<file path="src/hw/rtl/trie_ram.sv">
module trie_ram #(
   parameter int  WIDTH  = 8,
   parameter int  DEPTH  = 16,
   localparam int ADDR_W = (DEPTH > 1) ? $clog2(DEPTH) : 1
) (
   input  logic              clock,
   input  logic              wr_en,
   input  logic [ADDR_W-1:0] wr_addr,
   input  logic [WIDTH-1:0]  wr_data,
   input  logic              rd_en,
   input  logic [ADDR_W-1:0] rd_addr,
   output logic [WIDTH-1:0]  rd_data
);

   logic [WIDTH-1:0] mem [DEPTH];

   always_ff @(posedge clock) begin
      if (wr_en) begin
         mem[wr_addr] <= wr_data;
      end
      if (rd_en) begin
         rd_data <= mem[rd_addr];
      end
   end

endmodule

</file>
<file path="config.mk">
export PLATFORM = sky130hd
export DESIGN_NAME = trie_ram
export DESIGN_NICKNAME = d
export VERILOG_FILES = /design/src/hw/rtl/trie_ram.sv
export SDC_FILE = /design/constraint.sdc
export NUM_CORES = 1
export LEC_CHECK = 0
export ABC_AREA = 1
export CAP_MARGIN = 20
export CORE_ASPECT_RATIO = 0.7
export CORE_UTILIZATION = 62
export DETAILED_ROUTE_END_ITERATION = 7
export DONT_BUFFER_PORTS = 1
export GPL_TIMING_DRIVEN = 0
export PLACE_DENSITY = 0.84
export SLEW_MARGIN = 10
export SYNTH_ARGS = -nofsm -noshare
export SYNTH_HDL_FRONTEND = slang
export SYNTH_SLANG_ARGS = --single-unit
</file>
<file path="constraint.sdc">
create_clock -name clock -period 3 [get_ports clock]
set_input_delay 0 -clock clock [delete_from_list [all_inputs] [get_ports clock]]
set_output_delay 0 -clock clock [all_outputs]
set_load 0.03 [all_outputs]
</file>
* Yosys cells after proc, flatten, opt, wreduce, memory -nomap -nowiden
Memories as Yosys holds them, arrays and structs flattened. A register that Yosys moved wholly into a read port is not among the register bits.
Cells that the tools add are included.
** Operators by class
- Mux-type cells :: 2
** Operator list (number)
- $mux 1 :: 2
** Word-level totals
- Register bits :: 0
- Bits in writable memories :: 128
- Bits of input ports :: 19
- Output and inout bits :: 8
- Logic and storage cells :: 3
- Memories kept :: 1
** Memories
- mem :: depth 16, width 8, rd ports 1, clocked after memory_dff 1, write ports 1, RTL line 15 : logic [WIDTH-1:0] mem [DEPTH];

* Depth between registers and ports, before layout
Gate-level depths: netlist of run 1.
- Depth in word-level cells :: 2
- Depth in mapped cells :: 8
- Gate-level depth less buffers :: 7

* Least setup slack after synthesis of run 1
No wires, ideal clock.
- Kind :: input to register
- Start :: in wr_addr[2]
- End :: mem mem[10][0], enable pin
- Library setup time :: 0.370 ns
- Arrival :: 0.581 ns
- Data required time :: 2.630 ns
- Path slack :: 2.049 ns
- Stages on the path :: 2
- Buffers on the path :: 0
- Path through :: nand3b_1 -> nor2_1
** RTL lines
- start: declaration :: RTL line 8 : input logic [ADDR_W-1:0] wr_addr,
- end: declaration :: RTL line 15
Straight into the memory's write port.

==> impl_metrics.toml, run 1 <==
[status]
status = "complete, no violations"

[finish]
fin_util_pct = 73.8
ff_latch_area_um2 = 4080
antenna_cells = 0
final_cells = 716
nNetsFinal = 598
layout-drive-gt1-share_pct = 9.46
design_area_um2 = 6720
multi_input_area_um2 = 1210
area_growth_pct = 14.9
fill_cells = 597

[setup_path]
rr_worst_depth = 6
rr_startpoint = "mem[10][3]"
cp-end-kind = "flop"
r2r_end = "rd_data[3]"
crit_type = "flop to flop"
worstPathMaxFanout = 1
cp_data_required_time_ns = 3.16
worst_setup_path_start_kind = "flop"
r2r_setup_slack_ns = 1.76
cp.arrival_ns = 1.40

[synth]
synth_seq_area_share_pct = 69.8
ys_seq_elements = 136
synth_ff_type = "edfxtp_1"
syn_nets = 570
yosysMostFrequentCell = "nand2_1"
synth_area_um2 = 5850
synth_top_cells_by_area = "edfxtp_1 (70%), nand2_1 (11%), nand3_1 (8.3%)"
yosys_warnings = 0
yosysTopAreaCellShare_pct = 69.8
yosysTopAreaCell = "edfxtp_1"
synth-edff-count = 136
ys_top_cells_by_count = "nand2_1 (173), edfxtp_1 (136), inv_1 (100)"
synthCells = 551
yosysUniqueCellTypes = 11
async_flop_share_pct = 0
syn_avg_cell_area_um2 = 10.6

[global_route]
grt_start_max_net_pins = 17
grt_pass1_wl_um = 21600
antenna_found_initial = 0
overflow = 0
gr-usage-all-layers_pct = 31.1
first_global_vias = 3902

[sta]
finalHoldViolCount = 0
rsz0062_at_grt = "no"
whs_ns = 0.0756
max-slew-margin-rel_pct = 37.1
worst_pin_slew_ns = 0.940
finalCriticalPeriod_ns = 1.24
finalSetupViolCount = 0
setup_slack_ns = 1.76
skew_ns = 0.00422
fin_crit_sh_pct = 41.2
tns_ns = 0
slew_viol_final = 0
max_freq_mhz = 808

[power]
seq_power_share_pct = 46.8
p_clk_share_pct = 47.3
switching_share_pct = 22.1
p_comb_share_pct = 5.8
power.density_nw_per_um2 = 691
p_leak_nw = 2.86
peakVddDrop_mv = 0.601
power_mw = 4.64
power.internal_mw = 3.61
p_switching_mw = 1.03

[placement]
placedInstanceArea_um2 = 6000
post-dp-hpwl_um = 8990
place_ws_ns = 1.65
dp.cells = 675
gp_congestion = 0.985
port_buffers = 0

[min_path]
hp-start = "wr_en"
min_path_type = "input pin to flop"
worstHoldPathCells = 2
min_to = "mem[2][5]"

[die]
fp.dieH_um = 83.3
start_util_pct = 64.2
ios = 27
core_area_um2 = 9110
die_w_um = 118
rows = 29
die_area_um2 = 9830

[routing]
first_pass_iters = 6
drt_iter0_markers = 692
vias = 4138
wl_per_cell_um = 20.0
via_per_inst = 5.78
drt.antenna.violating_nets = 0
drc = 0
wirelength_um = 14300

[clocking]
cts_tree = "built"
cts.htree.levels = 4
cts_resized = 0
cts_buffer_depth = 2
cts_buffers = 17
root_buffer = "clkbuf_16"
clkTransAtPathRegs_ns = 0.06
post-cts-setup-buffers = 0
clk_latency_ns = 0.42
cts_num_sinks = 136

[job]
cap_violations = 0
[cell usage in the layout, fill, tap and decap left out, drive strengths merged]
cell | netlist | layout
nor2 | 17 | 17
clkinv | 0 | 2
inv | 102 | 105
dlygate4sd3 | 0 | 9
nand2 | 173 | 173
clkbuf | 0 | 18
clkinvlp | 0 | 5
bufinv | 0 | 4
edfxtp | 136 | 136
nand3b | 2 | 2
nand3 | 97 | 97
buf | 24 | 24
[how the worst max path moves through the flow]
stage	slack (ns)	cells past startpoint	from	to
final	1.76	6	mem[10][3]	rd_data[3]
after global placement	1.67	2	wr_addr[3]	mem[6][7]
after detailed placement	1.65	2	wr_addr[3]	mem[6][2]
after global routing	1.72	6	mem[0][6]	rd_data[6]
after CTS	1.81	6	mem[10][3]	rd_data[3]
after floorplan	2.05	2	wr_addr[2]	mem[10][0]
[registers in the layout (all words and copies together) (netlist names)]
register  count
mem         128
rd_data       8
[critical path: stages (launching register included)]
cell      delay [ns]
edfxtp_1        0.36
nand2_1         0.09
nand2_1         0.09
nand2_1         0.16
nand3_1         0.09
nand3_1         0.10
nand2_1         0.09
[final cells by class]
| class | count | share of cell area (%) |
|---|---|---|
| Clock inverter | 14 | 2.94 |
| Inverter | 102 | 5.70 |
| Clock buffer | 18 | 6.39 |
| Multi-Input combinational cell | 289 | 18.1 |
| Timing Repair Buffer | 9 | 1.34 |
| Sequential cell | 136 | 60.8 |
| Buffer | 24 | 2.48 |
| Tap cell | 124 | 2.31 |
[logic make-up after synthesis]
kind of cell,Yosys count,share of synthesized area (%)
buf+inv,126,9.39
flops,136,69.8
simple gates,289,20.8
[per-layer routing]
| layer | global-route usage (%) | share of wire (%) | routed length (um) |
|---|---|---|---|
| met1 | 44.6 | 39 | 5590 |
| met3 | 10.8 | 15 | 2100 |
| met2 | 44.5 | 44 | 6260 |
| met4 | 11.0 | 2.4 | 349 |
| met5 | 0 | 0 | 0 |
[timing repair]
item	4_1_cts	5_1_grt
hold buffers	9	0
setup endpoints to repair	0	0
endpoints found under the hold margin	136	0
[power by group through the flow]
| stage | clock, mW | sequential [mW] | combinational [mW] |
|---|---|---|---|
| 2_1_floorplan | 0 | 2.21 | 0.150 |
| 6_report | 2.20 | 2.17 | 0.271 |
| 3_3_place_gp | 0 | 2.21 | 0.210 |
| 3_5_place_dp | 0 | 2.21 | 0.217 |
| 4_1_cts | 2.20 | 2.17 | 0.261 |
| 5_1_grt | 2.29 | 2.17 | 0.289 |
No activity file was read; power rests on OpenSTA's default activity.
==> run 2: changes to the inputs <==
--- a/config.mk
+++ b/config.mk
@@ -8,11 +8,11 @@
 export ABC_AREA = 1
 export CAP_MARGIN = 20
 export CORE_ASPECT_RATIO = 0.7
-export CORE_UTILIZATION = 62
+export CORE_UTILIZATION = 57
 export DETAILED_ROUTE_END_ITERATION = 7
 export DONT_BUFFER_PORTS = 1
 export GPL_TIMING_DRIVEN = 0
-export PLACE_DENSITY = 0.84
+export PLACE_DENSITY = 0.81
 export SLEW_MARGIN = 10
 export SYNTH_ARGS = -nofsm -noshare
 export SYNTH_HDL_FRONTEND = slang
==> constraint.sdc (replaced) <==
create_clock -name clock -period 1 [get_ports clock]
set_input_delay 0 -clock clock [delete_from_list [all_inputs] [get_ports clock]]
set_output_delay 0 -clock clock [all_outputs]
set_load 0.03 [all_outputs]
==> run 2 against run 1 <==
Net effect:
- the flow now finishes with violations (negative setup slack)
- clock-buffer cell count unchanged
- final area increased by 4.0%
- sequential cell count unchanged
- maximum frequency increased by 7.3%
- clock power increased to 3.1 times the previous value
- critical path type unchanged
- largest cell class unchanged
- highest routed layer unchanged
==> impl_metrics.toml, run 2 (synthesis results as in run 1) <==
[die]
ios = 27
die_w_um = 123
die_area_um2 = 10700
fp.dieH_um = 86.7
core_area_um2 = 9830
start_util_pct = 59.5
rows = 30

[clocking]
cts_num_sinks = 136
cts.htree.levels = 4
cts_buffer_depth = 2
cts_buffers = 17
cts_tree = "built"
clkTransAtPathRegs_ns = 0.06
root_buffer = "clkbuf_16"
clk_latency_ns = 0.42

[sta]
slew_viol_final = 0
worst_pin_slew_ns = 0.949
fin_crit_sh_pct = 115
finalCriticalPeriod_ns = 1.15
tns_ns = -1.42
skew_ns = 0.00423
max_freq_mhz = 868
rsz0062_at_grt = "yes"
max-slew-margin-rel_pct = 36.5
setup_slack_ns = -0.153
finalSetupViolCount = 24
finalHoldViolCount = 0

[placement]
gp_congestion = 0.931
port_buffers = 0
post-dp-hpwl_um = 9370
place_ws_ns = -0.401

[routing]
first_pass_iters = 5
vias = 4083
wirelength_um = 14800
drt.antenna.violating_nets = 0
drt_iter0_markers = 526
via_per_inst = 5.67
drc = 0
wl_per_cell_um = 20.6

[global_route]
overflow = 0
antenna_found_initial = 0
grt_start_max_net_pins = 17
grt_pass1_wl_um = 22300
first_global_vias = 3964
gr-usage-all-layers_pct = 30.5

[setup_path]
crit_type = "flop to flop"
cp-end-kind = "flop"
cp_data_required_time_ns = 1.17
cp.arrival_ns = 1.32
worstPathMaxFanout = 1
worst_setup_path_start_kind = "flop"

[power]
p_switching_mw = 3.08
power_mw = 14.2
seq_power_share_pct = 46.0
p_comb_share_pct = 6.4
switching_share_pct = 21.8
power.density_nw_per_um2 = 2030
power.internal_mw = 11.1
peakVddDrop_mv = 2.17
p_leak_nw = 2.97
p_clk_share_pct = 47.6

[status]
violations = "negative setup slack"
status = "finished, violations left"

[finish]
ff_latch_area_um2 = 4080
final_common_cell = "nand2_1"
mostFrequentLayoutCells = "nand2_1 (160), edfxtp_1 (136), inv_1 (98), nand3_1 (55), nand3_2 (41)"
layout-drive-gt1-share_pct = 19.1
multi_input_area_um2 = 1470
nNetsFinal = 598
area_growth_pct = 19.5
top_register = "mem"
antenna_cells = 0
fill_cells = 670
largest_reg_flops = 128
largestRegisters = "mem: 128 flops, rd_data: 8 flops"

[job]
cap_violations = 0

[min_path]
min_path_type = "input pin to flop"
run 2: worst max-delay path, stage by stage, from the launching register on:
cell	delay (ns)
edfxtp_1	0.36
nand2_1	0.08
nand2_1	0.07
nand2_2	0.11
nand3_2	0.08
nand3_1	0.12
nand2_1	0.08
run 2: final timing paths:
check | from | endpoint | slack (ns) | cells after the start
min | wr_en | mem[1][2] | 0.06 | 2
min reg2reg | mem[12][5] | rd_data[5] | 0.80 | 6
max | mem[11][7] | rd_data[7] | -0.15 | 6
max reg2reg | mem[11][7] | rd_data[7] | -0.15 | 6
run 2: power groups by stage:
stage / Sequential (mW) / Combinational, mW / Clock, mW
3_3_place_gp: 6.63 / 0.637 / 0
3_5_place_dp: 6.64 / 0.653 / 0
5_1_grt: 6.53 / 0.972 / 7.05
2_1_floorplan: 6.63 / 0.450 / 0
6_report: 6.52 / 0.907 / 6.74
4_1_cts: 6.52 / 0.840 / 6.78
run 2: layer usage:
metal | up-vias | track usage, % | wire length, um
li1 | 1838 | - | -
met1 | 1960 | 41.9 | 6020
met2 | 251 | 43.7 | 6500
met3 | 34 | 13.0 | 1920
met4 | 0 | 10.7 | 357
met5 | - | 0 | 0
run 2: final cells by class:
cell class                 count  area share [%]
clock inverter                14            2.94
sequential                   136            58.4
inverter                     102            5.48
clock buffer                  18            6.14
buffer                        24            2.38
tap                          128            2.29
multi-input combinational    289            21.1
timing repair buffer           9            1.29
run 2: timing repair:
action                                  in CTS  in global routing
pin swaps                                   10                 15
endpoints found under the hold margin      136                  0
buffers inserted                             0                  0
resized for setup                           35                 25
endpoints found under the setup margin       8                 13
cloned                                       0                  0
hold buffers                                 9                  0
run 2: metrics by stage:
stage	hold WS, ns	std cells	util (%)	cell area, um2
after global placement	0.0999	679	61.1	6010
after floorplan	0.0989	551	-	5850
after global routing	0.115	720	71.1	6990
after CTS	0.0542	720	70.1	6890
final	0.0605	720	71.1	6990
after detailed placement	0.100	679	61.1	6010
